### config.mk
export PLATFORM = sky130hd
export DESIGN_NAME = smps_ctrl
export DESIGN_NICKNAME = d
export VERILOG_FILES = /design/src/hdl/smps_pkg.sv /design/src/hdl/smps_ctrl.sv
export SDC_FILE = /design/constraint.sdc
export NUM_CORES = 1
export LEC_CHECK = 0
export BUFFER_PORTS_ARGS = -buffer_cell sky130_fd_sc_hd__buf_4
export CAP_MARGIN = 10
export CORE_AREA = 10 10 47 49
export CTS_CLUSTER_DIAMETER = 100
export CTS_CLUSTER_SIZE = 24
export DETAILED_ROUTE_END_ITERATION = 16
export DIE_AREA = 0 0 57 59
export PLACE_DENSITY_LB_ADDON = 0.15
export SLEW_MARGIN = 15
export SYNTH_ARGS = -nofsm -noshare
export SYNTH_HDL_FRONTEND = slang
export SYNTH_SLANG_ARGS = --single-unit
### constraint.sdc
create_clock -name clk -period 1.4 [get_ports clk]
set_clock_uncertainty 0.2 [all_clocks]
set_input_delay 0.14 -clock clk [delete_from_list [all_inputs] [get_ports clk]]
set_output_delay 0.14 -clock clk [all_outputs]
set_load 0.01 [all_outputs]
### src/hdl/smps_pkg.sv
package smps_pkg;

	localparam int FUNC_W     = 3;
	localparam int ERR_W      = 2;
	localparam int UM_W       = 16;
	localparam int CFG_IDX_W  = 2;
	localparam int CFG_DATA_W = 32;

	localparam int UM_PER_MM  = 1000;
	localparam int MUL_BITS   = 10;

	localparam int ON_TICKS_RST  = 5000;
	localparam int OFF_TICKS_RST = 5000;
	localparam int UM_RST        = 40;
	localparam int BASE_RST      = 100;

	localparam logic [FUNC_W-1:0] FUNC_HOME_UP   = 3'd1;
	localparam logic [FUNC_W-1:0] FUNC_HOME_DOWN = 3'd2;
	localparam logic [FUNC_W-1:0] FUNC_MOVE      = 3'd3;
	localparam logic [FUNC_W-1:0] FUNC_RESTART   = 3'd4;

	localparam logic [ERR_W-1:0] ERR_NONE  = 2'd0;
	localparam logic [ERR_W-1:0] ERR_LIMIT = 2'd1;
	localparam logic [ERR_W-1:0] ERR_BUSY  = 2'd2;

	localparam logic [CFG_IDX_W-1:0] REG_ON_TICKS  = 2'd0;
	localparam logic [CFG_IDX_W-1:0] REG_OFF_TICKS = 2'd1;
	localparam logic [CFG_IDX_W-1:0] REG_UM        = 2'd2;
	localparam logic [CFG_IDX_W-1:0] REG_BASE      = 2'd3;

	typedef enum logic [1:0] {
		MODE_IDLE = 2'd0,
		MODE_UP   = 2'd1,
		MODE_DOWN = 2'd2,
		MODE_MOVE = 2'd3
	} mode_t;

	typedef enum logic [1:0] {
		CS_RUN      = 2'd0,
		CS_DIV_LOAD = 2'd1,
		CS_DIV_WAIT = 2'd2
	} ctrl_state_t;

	typedef struct packed {
		logic take;
		logic div_start;
		logic finish;
	} dp_cmd_t;

	typedef struct packed {
		logic move_start;
		logic div_done;
	} dp_stat_t;

endpackage

### src/hdl/smps_ctrl.sv
module smps_ctrl import smps_pkg::*; (
	input  logic     clk,
	input  logic     arst_n,
	input  logic     in_valid,
	input  logic     out_ready,
	input  dp_stat_t stat,
	output logic     in_ready,
	output logic     out_valid,
	output dp_cmd_t  cmd
);

	ctrl_state_t state_q, state_n;
	logic        res_valid_q;
	logic        out_free;

	assign out_free = !res_valid_q || out_ready;

	always_comb begin
		state_n = state_q;
		case (state_q)
			CS_RUN: begin
				if (in_valid && out_free && stat.move_start) begin
					state_n = CS_DIV_LOAD;
				end
			end
			CS_DIV_LOAD: begin
				state_n = CS_DIV_WAIT;
			end
			CS_DIV_WAIT: begin
				if (stat.div_done) begin
					state_n = CS_RUN;
				end
			end
			default: begin
				state_n = CS_RUN;
			end
		endcase
	end

	always_comb begin
		cmd.take      = 1'b0;
		cmd.div_start = 1'b0;
		cmd.finish    = 1'b0;
		in_ready      = 1'b0;
		case (state_q)
			CS_RUN: begin
				in_ready = out_free;
				cmd.take = in_valid && out_free;
			end
			CS_DIV_LOAD: begin
				cmd.div_start = 1'b1;
			end
			CS_DIV_WAIT: begin
				cmd.finish = stat.div_done;
			end
			default: begin
				in_ready = 1'b0;
			end
		endcase
	end

	always_ff @(posedge clk or negedge arst_n) begin
		if (!arst_n) begin
			state_q     <= CS_RUN;
			res_valid_q <= 1'b0;
		end else begin
			state_q <= state_n;
			if ((cmd.take && !stat.move_start) || cmd.finish) begin
				res_valid_q <= 1'b1;
			end else if (out_ready) begin
				res_valid_q <= 1'b0;
			end
		end
	end

	assign out_valid = res_valid_q;

endmodule

== Word level (Yosys, flattened, before mapping) ==
Cells that the tools add are included.

* Register bits: 3
* Input bits: 6
* Output and inout bits: 5
* Logic and storage cells: 25

* Eq/ne operators: 4
* Multiplexer cells: 9
* Reductions and logical operators: 10

{| class="wikitable"
|+ Operator list
! cell !! count
|-
| $mux W1 || 6
|-
| $pmux W2 S3 || 1
|-
| $mux W2 || 2
|-
| $ne A2 B2 Y1 const B || 2
|-
| $logic_and A1 B1 Y1 || 3
|-
| $eq A2 B1 Y1 const B || 1
|-
| $eq A2 B2 Y1 const B || 1
|-
| $logic_not A1 Y1 || 2
|-
| $logic_not A2 Y1 || 1
|-
| $logic_or A1 B1 Y1 || 2
|-
| $reduce_and A2 Y1 || 1
|-
| $reduce_bool A2 Y1 || 1
|}

== Logic depth before layout (Yosys ltp) ==
* Depth in word-level cells: 7
* Mapped depth: 2
* Gate-level depth less buffers: 2

== Worst setup path before layout ==
OpenSTA, ideal clock, no wires.

* Path kind: register to register
* From: register state_q[1]
* To: register res_valid_q (netlist: out_valid)
* Setup time: 126 ps
* Arrival time: 916 ps
* Data required time: 1074 ps
* Setup slack: 158 ps
* Stages on the path, launching flop included: 3
* Cells stage by stage: dfrtp_1 and3b_1 a311o_1

{| class="wikitable"
|+ RTL lines
! what !! RTL line !! source
|-
| from (decl) || smps_ctrl.sv:12 || <nowiki>ctrl_state_t state_q, state_n;</nowiki>
|-
| from (signal assigned) || smps_ctrl.sv:67 || <nowiki>state_q <= state_n;</nowiki>
|-
| to (signal assigned) || smps_ctrl.sv:65 || <nowiki>res_valid_q <= 1'b0;</nowiki>
|-
| to (signal assigned) || smps_ctrl.sv:69 || <nowiki>res_valid_q <= 1'b1;</nowiki>
|-
| to (signal assigned) || smps_ctrl.sv:71 || <nowiki>res_valid_q <= 1'b0;</nowiki>
|-
| to (decl) || smps_ctrl.sv:13 || <nowiki>logic res_valid_q;</nowiki>
|}

==> results.md <==
- Status: finished with violations
- Failing checks: negative setup slack
- Buf/Inv on CP: 1
- Total Routing Usage GR: 4.147%
- 1st-iter DRT viols: 0
- Worst-margin pin slew: 0.1665 ns
- Setup TNS: -0.04080 ns
- Final setup vio count: 1
- Most common cell in the synthesized netlist: dfrtp_1
- Post-synth top cells: dfrtp_1 (3), nor2b_1 (2)
- # Max-Cap Violations: 0
- Initial antenna violation count: 0
- Net Count, Synth: 22
- Met3 Usage GRT: 3.433%
- WL/cell: 11.36 um
- HP Class: in2async
- Die Ht: 59 um
- Cells along the critical path: nor2_2, and3_1, buf_4
- DR vias: 197
- Switch share: 27.94%
- Fraction of registers with async set/reset: 100.0%
- Max IR drop VDD: 474.6 uV
- Num CTS Buffers: 3
- Slowest CP cell: dfrtp_1
- Worst Path Max Fanout: 5
- Flop pwr share: 27.0%
- Final estimated routing congestion in global placement: 0.6481
- Tcrit/Tclk final: 102.9%
- Total core area: 0.001401 mm2
- Post-synth top area cell: dfrtp_1
- Power consumption: 0.4399 mW
- RSZ-0062 raised after global routing: true
- DR pass1 iterations: 1
- Num Clock Sinks: 3
- Worst endpoint required time: 1.06 ns
- Syn avg cell area: 10.09 um2
- GR Overflow Total: 0
- Starting density of the core: 11.52%
- IO Port Bufs: 10
- Cells after Synth: 16
- Root Driver: clkbuf_4
- Seq/Total Area, Yosys: 46.51%
- Placed Cells: 41
- Pint: 0.3170 mW
- Cell area after synthesis: 161.4 um2
- Ys flop type: dfrtp_1
- Die Wd: 57 um
- Busiest grt layer: met4
- Routed Antenna Nets: 0
- Layout cells sized above 1: 59.46%
- Clk slew on worst S/H paths: 0.04 ns
- Row count: 14
- Synth Warn #: 0
- Top post-synthesis cells by area: dfrtp_1 (47%), nor2b_1 (7.8%), a311o_1 (6.2%)
- H-tree depth: 1
- Met2 Track Usage GR: 4.496%
- M1 GR Usage: 3.915%
- Non-Filler Instances: 53
- DRC Markers: 0
- Post-synth top area share: 46.51%
- Clock power share: 34.7%
- Largest net degree at the start of global routing: 6
- Die ar.: 0.003363 mm2
- Crit. End Element: output port
- Ports: 11
- Final net count: 44
- CP Class: reg2out
- Ant. Diodes: 0
- Vias in the first global route: 223
- Fin crit period: 1.441 ns
- CTS tree: built
- Area grow syn2layout: 124.8%
- Post-synth EDFFs: 0
- Crit start category: register
- #FFs+latches synth: 3
- Final Hold Fails: 0
- Clk Latency, worst-skew pair: 0.23 ns
- Final WL: 602 um
- Via-to-Cell Ratio: 3.717
- Clock buffer depth: 2
- Net Switching: 0.1229 mW
- Max-slew violations: 0
- Synth cell types: 13
- Largest delay share family, worst path: flip-flops
- Fill count: 158
- Power density over cell area: 1212 mW/mm2
- FMAX: 0.6941 GHz
- Critical Path AT: 1.10 ns
- First-pass GRT wire length: 945 um
- Layout Utilization: 25.89%
- Final worst slack: -0.04080 ns
- CP peak stage delay: 0.42 ns
- Power share of the combinational group: 38.2%
- Rel. slew slack: 88.90%
- Leak Pwr: 0.1853 nW
[metal layers]
layer  routed length (um)  part of all wire (%)
met1                  267                    44
met2                  242                    40
met3                   63                    10
met4                   28                   4.7
met5                    0                     0
[sequential cells by signal, summed over array words and instances (netlist names)]
signal     flops
out_valid      1
state_q        2
[stage by stage]
stage	hold slack, ns	instance area [um2]	setup slack, ns
5_1_grt	0.03929	362.8	-0.1259
2_1_floorplan	-0.3556	161.4	0.1582
3_5_place_dp	-0.2667	249.0	0.1423
6_report	0.04045	362.8	-0.04080
3_3_place_gp	-0.2699	249.0	0.1470
4_1_cts	0.0002584	325.3	-0.02451
[power by group through the flow]
stage	Clock, mW	Sequential (mW)	Combinational (mW)
4_1_cts	0.161	0.119	0.145
2_1_floorplan	0	0.118	0.0538
5_1_grt	0.178	0.122	0.185
3_3_place_gp	0	0.118	0.115
3_5_place_dp	0	0.118	0.115
6_report	0.153	0.119	0.168
[cell type report]
cell class                 count  area [um2]  area share (%)
clock buffer                   4       26.28           7.241
inverter                       1       3.754           1.034
multi-input combinational     11       91.34           25.17
sequential                     3       75.07           20.69
tap                           16       20.02           5.517
timing repair buffer          18       146.4           40.34
[kinds of logic after synthesis]
family / Yosys count / synth area share, %
and+or+nand+nor: 10 / 40.31
DFF: 3 / 46.51
buffers and inverters: 2 / 6.976
AOI/OAI and AO/OA: 1 / 6.202
[final timing paths]
| check | start | endpoint | slack [ns] | depth (start not counted) |
|---|---|---|---|---|
| worst max-delay path | state_q[1] | cmd[2] | -0.04 | 3 |
| worst min-delay path | arst_n | out_valid | 0.04 | 2 |
| worst max register to register | state_q[1] | out_valid | 0.11 | 2 |
| worst min register to register | out_valid | state_q[0] | 0.48 | 2 |
| max in group asynchronous | arst_n | state_q[0] | 0.86 | 2 |
| min in group clk | stat[0] | state_q[1] | 0.07 | 3 |
[worst reg2reg max path: stages, from the launching register on]
cell	delay [ns]
dfrtp_1	0.42
and3b_2	0.25
a311o_1	0.31
[cells in the final DEF (no fill, tap or decap)]
master,Yosys,layout
buf_4,1,14
clkbuf_4,0,3
dlygate4sd3_1,0,3
dfrtp_1,3,3
nand2b_1,1,1
nor2_2,0,1
and3_1,1,1
and3b_2,0,1
nor2b_4,0,1
nor3_2,0,1
nor2b_1,2,1
nor3b_1,1,1
or2_1,1,1
inv_1,1,1
a311o_1,1,1
and4_1,1,1
clkbuf_1,0,1
buf_6,0,1
[repair_timing]
item / CTS / global route
setup endpoints to repair: 2 / 3
gates resized for setup: 4 / 2
hold endpoints to repair: 5 / 1
pin swaps: 3 / 2
hold buffers: 2 / 1
buffers inserted: 2 / 3
Note: power is estimated with default switching activity, not from simulation.
