<file path="src/hdl/smps_pkg.sv">
package smps_pkg;

	localparam int FUNC_W     = 3;
	localparam int ERR_W      = 2;
	localparam int UM_W       = 16;
	localparam int CFG_IDX_W  = 2;
	localparam int CFG_DATA_W = 32;

	localparam int UM_PER_MM  = 1000;
	localparam int MUL_BITS   = 10;

	localparam int ON_TICKS_RST  = 5000;
	localparam int OFF_TICKS_RST = 5000;
	localparam int UM_RST        = 40;
	localparam int BASE_RST      = 100;

	localparam logic [FUNC_W-1:0] FUNC_HOME_UP   = 3'd1;
	localparam logic [FUNC_W-1:0] FUNC_HOME_DOWN = 3'd2;
	localparam logic [FUNC_W-1:0] FUNC_MOVE      = 3'd3;
	localparam logic [FUNC_W-1:0] FUNC_RESTART   = 3'd4;

	localparam logic [ERR_W-1:0] ERR_NONE  = 2'd0;
	localparam logic [ERR_W-1:0] ERR_LIMIT = 2'd1;
	localparam logic [ERR_W-1:0] ERR_BUSY  = 2'd2;

	localparam logic [CFG_IDX_W-1:0] REG_ON_TICKS  = 2'd0;
	localparam logic [CFG_IDX_W-1:0] REG_OFF_TICKS = 2'd1;
	localparam logic [CFG_IDX_W-1:0] REG_UM        = 2'd2;
	localparam logic [CFG_IDX_W-1:0] REG_BASE      = 2'd3;

	typedef enum logic [1:0] {
		MODE_IDLE = 2'd0,
		MODE_UP   = 2'd1,
		MODE_DOWN = 2'd2,
		MODE_MOVE = 2'd3
	} mode_t;

	typedef enum logic [1:0] {
		CS_RUN      = 2'd0,
		CS_DIV_LOAD = 2'd1,
		CS_DIV_WAIT = 2'd2
	} ctrl_state_t;

	typedef struct packed {
		logic take;
		logic div_start;
		logic finish;
	} dp_cmd_t;

	typedef struct packed {
		logic move_start;
		logic div_done;
	} dp_stat_t;

endpackage

</file>
<file path="src/hdl/smps_div.sv">
module smps_div import smps_pkg::*; #(
	parameter int DW = 26
) (
	input  logic            clk,
	input  logic            arst_n,
	input  logic            start,
	input  logic [DW-1:0]   dividend,
	input  logic [UM_W-1:0] divisor,
	output logic            done,
	output logic [DW-1:0]   quotient
);

	localparam int CW = $clog2(DW + 1);

	logic [CW-1:0]   cnt_q;
	logic            busy_q;
	logic            done_q;
	logic [UM_W-1:0] rem_q;
	logic [UM_W-1:0] den_q;
	logic [DW-1:0]   quo_q;
	logic [UM_W:0]   trial;
	logic [UM_W:0]   diff;
	logic            ge;

	assign trial = {rem_q, quo_q[DW-1]};
	assign ge    = trial >= {1'b0, den_q};
	assign diff  = ge ? (trial - {1'b0, den_q}) : trial;

	always_ff @(posedge clk or negedge arst_n) begin
		if (!arst_n) begin
			busy_q <= 1'b0;
			done_q <= 1'b0;
			cnt_q  <= '0;
		end else begin
			done_q <= 1'b0;
			if (start) begin
				busy_q <= 1'b1;
				cnt_q  <= CW'(DW);
			end else if (busy_q) begin
				cnt_q <= cnt_q - CW'(1);
				if (cnt_q == CW'(1)) begin
					busy_q <= 1'b0;
					done_q <= 1'b1;
				end
			end
		end
	end

	always_ff @(posedge clk) begin
		if (start) begin
			rem_q <= '0;
			den_q <= divisor;
			quo_q <= dividend;
		end else if (busy_q) begin
			rem_q <= diff[UM_W-1:0];
			quo_q <= {quo_q[DW-2:0], ge};
		end
	end

	assign done     = done_q;
	assign quotient = quo_q;

endmodule

</file>
<file path="src/hdl/smps_dp.sv">
module smps_dp import smps_pkg::*; #(
	parameter int TICK_BITS   = 24,
	parameter int PULSE_BITS  = 20,
	parameter int HEIGHT_BITS = 16
) (
	input  logic                   clk,
	input  logic                   arst_n,
	input  dp_cmd_t                cmd,
	output dp_stat_t               stat,
	input  logic                   cfg_we,
	input  logic [CFG_IDX_W-1:0]   cfg_index,
	input  logic [CFG_DATA_W-1:0]  cfg_data,
	input  logic [FUNC_W-1:0]      func,
	input  logic [HEIGHT_BITS-1:0] target_mm,
	input  logic                   high_limit,
	input  logic                   low_limit,
	output logic                   step_up,
	output logic                   step_down,
	output logic                   driver_off,
	output logic                   busy_res,
	output logic                   done_res,
	output logic [ERR_W-1:0]       error_code,
	output logic [PULSE_BITS-1:0]  pulses_issued
);

	localparam int DW  = HEIGHT_BITS + MUL_BITS;
	localparam int QW  = (DW > PULSE_BITS) ? DW : PULSE_BITS;
	localparam int PW1 = PULSE_BITS + 1;

	logic [TICK_BITS-1:0]   on_q, off_q;
	logic [UM_W-1:0]        um_q;
	logic [HEIGHT_BITS-1:0] base_q;

	mode_t                  mode_q, mode_n;
	logic                   phase_q, phase_n;
	logic [TICK_BITS-1:0]   ticks_q, ticks_n, tick_inc;
	logic [PULSE_BITS-1:0]  done_q, done_n, done_inc;
	logic [PULSE_BITS-1:0]  goal_q, goal_n;
	logic [HEIGHT_BITS-1:0] prev_q, prev_n;
	logic [HEIGHT_BITS-1:0] target_q, target_n;
	logic                   upper_q, upper_n;
	logic                   fin_done;
	logic [ERR_W-1:0]       fin_err;
	logic                   finished;
	logic                   limit_short;

	logic [HEIGHT_BITS-1:0] diff;
	logic [DW-1:0]          prod_s1;
	logic [UM_W-1:0]        divisor;
	logic                   div_done;
	logic [DW-1:0]          quotient;
	logic [QW-1:0]          quo_ext;
	logic [PULSE_BITS-1:0]  pulse_max;
	logic [PULSE_BITS-1:0]  goal_sat;
	logic                   is_cmd;

	logic                   res_up_q, res_down_q, res_off_q, res_busy_q, res_done_q;
	logic [ERR_W-1:0]       res_err_q;
	logic [PULSE_BITS-1:0]  res_pulses_q;

	assign pulse_max   = '1;
	assign is_cmd      = func inside {[FUNC_HOME_UP:FUNC_RESTART]};
	assign tick_inc    = ticks_q + TICK_BITS'(1);
	assign done_inc    = (done_q != pulse_max) ? done_q + PULSE_BITS'(1) : done_q;
	assign limit_short = ({1'b0, done_inc} + PW1'(1)) < {1'b0, goal_q};
	assign diff        = (target_mm > prev_q) ? target_mm - prev_q : prev_q - target_mm;
	assign divisor     = (um_q == '0) ? UM_W'(1) : um_q;
	assign quo_ext     = QW'(quotient);
	assign goal_sat    = (quo_ext > QW'(pulse_max)) ? pulse_max : quo_ext[PULSE_BITS-1:0];

	assign stat.move_start = (func == FUNC_MOVE) && (mode_q == MODE_IDLE);
	assign stat.div_done   = div_done;

	smps_div #(
		.DW(DW)
	) u_div (
		.clk      (clk),
		.arst_n   (arst_n),
		.start    (cmd.div_start),
		.dividend (prod_s1),
		.divisor  (divisor),
		.done     (div_done),
		.quotient (quotient)
	);

	always_comb begin
		mode_n   = mode_q;
		phase_n  = phase_q;
		ticks_n  = ticks_q;
		done_n   = done_q;
		goal_n   = goal_q;
		prev_n   = prev_q;
		target_n = target_q;
		upper_n  = upper_q;
		fin_done = 1'b0;
		fin_err  = ERR_NONE;
		finished = 1'b0;
		if (cmd.finish) begin
			goal_n = goal_sat;
			done_n = '0;
			if (goal_sat == '0) begin
				prev_n   = target_q;
				fin_done = 1'b1;
			end else begin
				mode_n  = MODE_MOVE;
				phase_n = 1'b1;
				ticks_n = '0;
			end
		end else if (is_cmd) begin
			if (mode_q != MODE_IDLE) begin
				fin_err = ERR_BUSY;
			end else begin
				case (func)
					FUNC_HOME_UP: begin
						prev_n = base_q;
						done_n = '0;
						if (high_limit) begin
							fin_done = 1'b1;
						end else begin
							mode_n  = MODE_UP;
							phase_n = 1'b1;
							ticks_n = '0;
						end
					end
					FUNC_HOME_DOWN: begin
						mode_n  = MODE_DOWN;
						phase_n = 1'b1;
						ticks_n = '0;
						done_n  = '0;
					end
					FUNC_MOVE: begin
						upper_n  = 1'b0;
						target_n = target_mm;
						done_n   = '0;
					end
					default: begin
						prev_n = base_q;
					end
				endcase
			end
		end else if (mode_q != MODE_IDLE) begin
			if (phase_q) begin
				if (tick_inc >= on_q) begin
					phase_n = 1'b0;
					ticks_n = '0;
				end else begin
					ticks_n = tick_inc;
				end
			end else if (tick_inc >= off_q) begin
				ticks_n = '0;
				done_n  = done_inc;
				case (mode_q)
					MODE_UP: begin
						finished = high_limit;
					end
					MODE_DOWN: begin
						finished = low_limit;
					end
					default: begin
						upper_n  = high_limit;
						finished = high_limit || (done_inc >= goal_q);
						if (finished) begin
							if (high_limit && limit_short) begin
								fin_err = ERR_LIMIT;
								prev_n  = base_q;
							end else begin
								prev_n = target_q;
							end
						end
					end
				endcase
				if (finished) begin
					mode_n   = MODE_IDLE;
					phase_n  = 1'b0;
					fin_done = 1'b1;
				end else begin
					phase_n = 1'b1;
				end
			end else begin
				ticks_n = tick_inc;
			end
		end
	end

	always_ff @(posedge clk or negedge arst_n) begin
		if (!arst_n) begin
			on_q     <= TICK_BITS'(ON_TICKS_RST);
			off_q    <= TICK_BITS'(OFF_TICKS_RST);
			um_q     <= UM_W'(UM_RST);
			base_q   <= HEIGHT_BITS'(BASE_RST);
			mode_q   <= MODE_IDLE;
			phase_q  <= 1'b0;
			ticks_q  <= '0;
			done_q   <= '0;
			goal_q   <= '0;
			prev_q   <= HEIGHT_BITS'(BASE_RST);
			target_q <= '0;
			upper_q  <= 1'b0;
		end else begin
			if (cfg_we) begin
				case (cfg_index)
					REG_ON_TICKS:  on_q   <= cfg_data[TICK_BITS-1:0];
					REG_OFF_TICKS: off_q  <= cfg_data[TICK_BITS-1:0];
					REG_UM:        um_q   <= cfg_data[UM_W-1:0];
					REG_BASE:      base_q <= cfg_data[HEIGHT_BITS-1:0];
					default:       um_q   <= um_q;
				endcase
			end
			if (cmd.take || cmd.finish) begin
				mode_q   <= mode_n;
				phase_q  <= phase_n;
				ticks_q  <= ticks_n;
				done_q   <= done_n;
				goal_q   <= goal_n;
				prev_q   <= prev_n;
				target_q <= target_n;
				upper_q  <= upper_n;
			end
		end
	end

	always_ff @(posedge clk) begin
		if (cmd.take) begin
			prod_s1 <= DW'(diff) * DW'(UM_PER_MM);
		end
		if (cmd.take || cmd.finish) begin
			res_up_q     <= phase_n && ((mode_n == MODE_UP) || (mode_n == MODE_MOVE));
			res_down_q   <= phase_n && (mode_n == MODE_DOWN);
			res_off_q    <= mode_n == MODE_IDLE;
			res_busy_q   <= mode_n != MODE_IDLE;
			res_done_q   <= fin_done;
			res_err_q    <= fin_err;
			res_pulses_q <= done_n;
		end
	end

	assign step_up       = res_up_q;
	assign step_down     = res_down_q;
	assign driver_off    = res_off_q;
	assign busy_res      = res_busy_q;
	assign done_res      = res_done_q;
	assign error_code    = res_err_q;
	assign pulses_issued = res_pulses_q;

endmodule

</file>
<file path="config.mk">
export PLATFORM = sky130hd
export DESIGN_NAME = smps_dp
export DESIGN_NICKNAME = d
export VERILOG_FILES = /design/src/hdl/smps_pkg.sv /design/src/hdl/smps_div.sv /design/src/hdl/smps_dp.sv
export SDC_FILE = /design/constraint.sdc
export NUM_CORES = 1
export LEC_CHECK = 0
export ABC_AREA = 1
export BUFFER_PORTS_ARGS = -buffer_cell sky130_fd_sc_hd__buf_2
export CAP_MARGIN = 0
export CORE_ASPECT_RATIO = 1.4
export CORE_MARGIN = 2
export CORE_UTILIZATION = 45
export DETAILED_ROUTE_END_ITERATION = 10
export GPL_TIMING_DRIVEN = 0
export PLACE_DENSITY = 0.71
export SYNTH_ARGS = -nofsm -noshare
export SYNTH_HDL_FRONTEND = slang
export SYNTH_SLANG_ARGS = --single-unit
</file>
<file path="constraint.sdc">
create_clock -name clk -period 6.9 [get_ports clk]
set_clock_uncertainty 0.1 [all_clocks]
set_input_delay 0 -clock clk [delete_from_list [all_inputs] [get_ports clk]]
set_output_delay 0 -clock clk [all_outputs]
set_load 0.02 [all_outputs]
</file>
; Word level (Yosys, flattened, before mapping)
; Index checks and enable logic that the tools add are counted.
[word_totals]
register_bits = 294
latch_bits = 0
ram_bits = 0
rom_bits = 0
in_bits = 61
word_cells = 183
mem_count = 0
[op_classes]
addsub = 7
mul = 1
n_div = 0
order_cmp = 9
n_eq_ne = 20
shift = 0
mux = 87
bitwise = 2
n_reduce_logical = 31
[op_table]
columns = operator, count
row1 = 24-bit 2-to-1 mux, 9
row2 = 16-bit 2-to-1 mux, 13
row3 = 20-bit 2-to-1 mux, 9
row4 = 26-bit 2-to-1 mux, 2
row5 = 24-bit >= comparator, 2
row6 = 24-bit case mux with 2 select lines, 1
row7 = 16-bit subtractor, 3
row8 = 1-bit 2-to-1 mux, 37
row9 = 26-bit by 20-bit greater-than comparator with 1-bit output (second input constant), 1
row10 = 24-bit by 1-bit adder with 24-bit output (second input constant), 1
row11 = 16-bit by 7-bit multiplier with 23-bit output (second input constant), 1
row12 = 2-bit 2-to-1 mux, 11
row13 = 20-bit by 1-bit adder with 21-bit output (second input constant), 1
row14 = 21-bit by 20-bit < comparator with 1-bit output, 1
row15 = 20-bit by 1-bit adder with 20-bit output (second input constant), 1
row16 = 20-bit >= comparator, 1
row17 = 20-bit zero test, 1
row18 = 20-bit inequality test (second input constant), 1
row19 = 17-bit by 16-bit >= comparator with 1-bit output, 1
row20 = 16-bit greater-than comparator, 1
row21 = 16-bit zero test, 1
row22 = 2-bit == test (second input constant), 5
row23 = 5-bit 2-to-1 mux, 2
row24 = 2-bit AND reduction, 5
row25 = other kinds (27), 46

; Depth between registers and ports, before layout
[logic_depth]
depth_word = 19
mapped_depth = 37
depth_no_buf = 35

; By module
; Synthesis repeated with hierarchy kept, for this count alone.
[unflattened]
hier_cells = 2860
area_unflattened_um2 = 21762.1
[by_module_without_submodules]
columns = module, instances, cells_each, area_each_um2, seq_area_each_um2
row1 = smps_dp, 1, 2374, 17987.3, 6003.3
row2 = smps_div, 1, 486, 3774.9, 1756.7

; Worst setup path before layout
; Ideal clock, no wire load.
[synth_timing]
path_type = reg-to-reg
start = reg prev_q[2]
end = reg prod_s1[23] (data pin)
arrival_time_ns = 5.506
t_required_ns = 6.548
slack_ns = 1.042
path_stages_with_launch = 33
period_less_slack_ns = 5.858
cell_sequence = dfstp_2 > ha_1 > buf_2 > nand2_1 > inv_1 > a21o_1 > a21oi_1 > inv_1 > nand2_1 > o211ai_2 > nand2_2 > nand2_1 > nand2_1 > xor2_1 > inv_1 > ha_1 > or2_2 > inv_1 > fa_1 > fa_1 > fa_1 > inv_1 > ha_1 > a21oi_1 > o21a_1 > nand2_1 > a21oi_1 > o21bai_1 > nand2_1 > a31oi_1 > nand2_1 > nand3_1 > nand2_1
[synth_between]
elab_chain_cells = 3
[synth_rtl]
columns = element, line
row1 = start: declaration, smps_dp.sv:39  ; logic [HEIGHT_BITS-1:0] prev_q, prev_n;
row2 = start signal: assignment, smps_dp.sv:196  ; prev_q <= HEIGHT_BITS'(BASE_RST);
row3 = start signal: assignment, smps_dp.sv:215  ; prev_q <= prev_n;
row4 = 16-bit greater-than comparator, smps_dp.sv:66  ; assign diff = (target_mm > prev_q) ? target_mm - prev_q : prev_q - target_mm;
row5 = 16-bit 2-to-1 mux, smps_dp.sv:66
row6 = net diff[1], smps_dp.sv:47  ; logic [HEIGHT_BITS-1:0] diff;
row7 = 16-bit by 7-bit multiplier with 23-bit output, smps_dp.sv:224  ; prod_s1 <= DW'(diff) * DW'(UM_PER_MM);
row8 = end signal: assignment, smps_dp.sv:224
row9 = end: declaration, smps_dp.sv:48  ; logic [DW-1:0] prod_s1;
; The timed path passes the listed nets, and every way through them passes these cells.
; A chain may end at the register's enable or synchronous reset.

; Final worst setup path
[layout_timing]
start = reg prev_q[2]
end = reg prod_s1[23] (data pin)
[layout_between]
elab_chain_cells = 3
[layout_rtl]
columns = element, line
row1 = 16-bit subtractor / 16-bit greater-than comparator (equally long branches), smps_dp.sv:66
row2 = 16-bit 2-to-1 mux *, smps_dp.sv:66
row3 = 16-bit by 7-bit multiplier with 23-bit output *, smps_dp.sv:224
; Mark *: on every way between the ends. The rest lies on a longest branch, timed or not.

==> flow_summary_export.csv <==
group,metric,value,unit
placement,port_buffers,81,
worst_setup_path,cp_max_fo,6,
yosys,syn_avg_cell_area,7.801,um2
global_routing,grt_pass1_vias,18670,
cts,cts_htree_levels,1,
yosys,synth_top_area_frac,0.1986,
worst_setup_path,cpPeakStageDelay,0.57,ns
worst_setup_path,cp_data_arrival_time,6.73,ns
worst_setup_path,cp.required,7.14,ns
worst_setup_path,worst_path_most_repeated_cell,"nand2_1",
die,coreArea,46690,um2
placement,place_congestion,0.9437,
global_routing,grt_overflow,0,
cts,cts_tree,"done",
drt,first_pass_iters,6,
yosys,synth_warnings,0,
sta,fmax,154.2,MHz
global_routing,antenna_found_initial,0,
cts,clock_latency,0.60,ns
sta,period_minus_slack,6.485,ns
sta,whs,0.1001,ns
global_routing,grt_start_max_net_pins,124,
run_status,outcome,"finished, final reports clean",
yosys,synth_top_cell_by_area,"dfrtp_1",
cts,clkSinkCount,294,
cts,cts.clk_slew.worst_paths,0.07,ns
hold_path,hp-class,"in2reg",
yosys,ys_types,60,
die,top_level_ports,90,
worst_setup_path,endpoint_kind,"flop",
yosys,synth_fp_nets,3014,
sta,worst_slew_pin_slew,1.163,ns
finish,nets,3192,
sta,period_share,0.9398,
yosys,synthArstFlopShare,0.6327,
worst_setup_path,crit_slowest_cell,"dfstp_2",
yosys,ys_seq_area_frac,0.3666,
global_routing,grt_pass1_wl,92670,um
yosys,syn_area,21170,um2
drt,wl_per_cell,16.11,um
worst_setup_path,critPathLaunchType,"flop",
placement,dp.final_hpwl,45270,um
run,maxCapViolCount,0,
sta,hold_violations,0,
die,dieArea,48810,um2
finish,layout-drive-gt1-share,0.08402,
drt,drt_iter0_drc,1169,
die,row_count,94,
die,die_h,260.6,um
finish,area_growth,13.82,%
yosys,synth_top_flop_cell,"dfrtp_1",
sta,setup_viol,0,
yosys,syn_inst,2713,
cts,cts_buffers,31,
global_routing,grt_usage,0.2351,
yosys,synth_edf_count,92,
finish,final_util,0.5159,
finish,num_antenna_cells,0,
yosys,synthTopCellsByArea,"dfrtp_1 (20%), edfxtp_1 (13%), nand2_1 (12%), ha_1 (11%), inv_1 (8.0%)",
drt,routed_wl,57020,um
sta,relSlewSlack,0.2241,
sta,finalMaxSlewViolations,0,
cts,clockRootBuffer,"clkbuf_16",
drt,drtAntennaViolNets,0,
drt,viasPerCell,5.210,
drt,drc,0,
drt,vias,18440,
yosys,synth_most_common_cell,"nand2_1",
yosys,ys_seq_elements,294,
die,dieWidth,187.3,um
die,start_util,0.4533,
cts,clockBufferDepth,3,
worst_setup_path,crit_type,"reg2reg",
yosys,synthTopCellsByCount,"nand2_1 (661), inv_1 (453), o21ai_0 (210)",
-- layout make-up --
class,instances,area [um2]
Buffer,94,424.2
Clock buffer,43,870.8
Clock inverter,15,128.9
Fill cell,4442,22600
Inverter,462,1738
Multi-Input combinational cell,1863,11300
Sequential cell,294,7760
Tap cell,624,780.7
Timing Repair Buffer,145,1084
-- repair_timing --
action                                  CTS  global route
hold buffers                             60             0
gates resized for setup                   1            16
endpoints found under the hold margin   325             0
endpoints found under the setup margin    1             9
pin swaps                                 0             2
buffers inserted                          0             3
-- stage by stage --
step	cells	instance area, um2	TNS (ns)	worst slack, ns
2_1_floorplan	2713	21170	0	1.042
3_3_place_gp	3418	22350	0	0.01539
3_5_place_dp	3419	22390	-0.1087	-0.1087
4_1_cts	3537	24010	0	0.02813
5_1_grt	3540	24090	-0.03638	-0.02394
6_report	3540	24090	0	0.4153
-- state kept, by name, indices dropped and copies added, names as in the netlist, 16 cells and up --
| register | flops |
|---|---|
| u_div.quotient | 26 |
| prev_q | 16 |
| ticks_q | 24 |
| on_q | 24 |
| goal_q | 20 |
| um_q | 16 |
| off_q | 24 |
| done_q | 20 |
| base_q | 16 |
| target_q | 16 |
| prod_s1 | 23 |
| u_div.den_q | 16 |
| u_div.rem_q | 16 |
| pulses_issued | 20 |
-- critical path: cells and delay by family, from the launching register on --
kind / cells / cell delay (ns)
adder cells (fa/ha/maj): 5 / 2.08
AO/OA/AOI/OAI: 9 / 1.81
AND/OR/NAND/NOR: 9 / 0.92
flip-flops: 1 / 0.57
buffers and inverters: 6 / 0.55
XOR/XNOR: 1 / 0.20
-- metal layers --
layer  track usage  up-vias  part of all wire
met4       0.09193        0             0.039
met3       0.02179      127             0.043
met2        0.4540      473              0.52
li1              -     9079                 -
met5             0        -                 0
met1        0.2657     8763              0.39
-- cell families after synthesis --
kind of cell,after synthesis,synth area share
AO/OA/AOI/OAI,419,0.1094
XOR/XNOR,99,0.04097
adder cells (fa/ha/maj),240,0.1593
buffers and inverters,556,0.1019
flip-flops,294,0.3666
multiplexers,1,0.0004729
AND/OR/NAND/NOR,1104,0.2213
-- final timing paths --
| path | start | to | slack [ns] | depth (start not counted) |
|---|---|---|---|---|
| min reg2reg | on_q[4] | on_q[4] | 0.39 | 2 |
| max | prev_q[2] | prod_s1[23] | 0.42 | 30 |
| min | func[1] | mode_q[0] | 0.10 | 8 |
| min in group asynchronous | arst_n | ticks_q[18] | 0.43 | 4 |
| max in group asynchronous | arst_n | target_q[10] | 5.66 | 4 |
| max reg2reg | prev_q[2] | prod_s1[23] | 0.42 | 30 |
-- layout by cell type, fill, tap and decap left out, drive strengths merged, types with 5 or more instances in the layout --
cell and count:
a21boi 7, a21o 5, a21oi 121, a22oi 17, a31oi 8, buf 116
clkbuf 107, clkinv 14, dfrtp 168, dfstp 18, dfxtp 16, dlygate4sd3 59
edfxtp 92, fa 49, ha 191, inv 460, nand2 686, nand3 166
nand4 31, nor2 166, nor3 34, nor4 11, o211ai 10, o21ai 212
o21bai 6, o22ai 14, xnor2 20, xor2 79
Power is left out: the tool's default activity adds up to more than one toggle a clock period on the data nets, which glitch-free logic cannot reach.
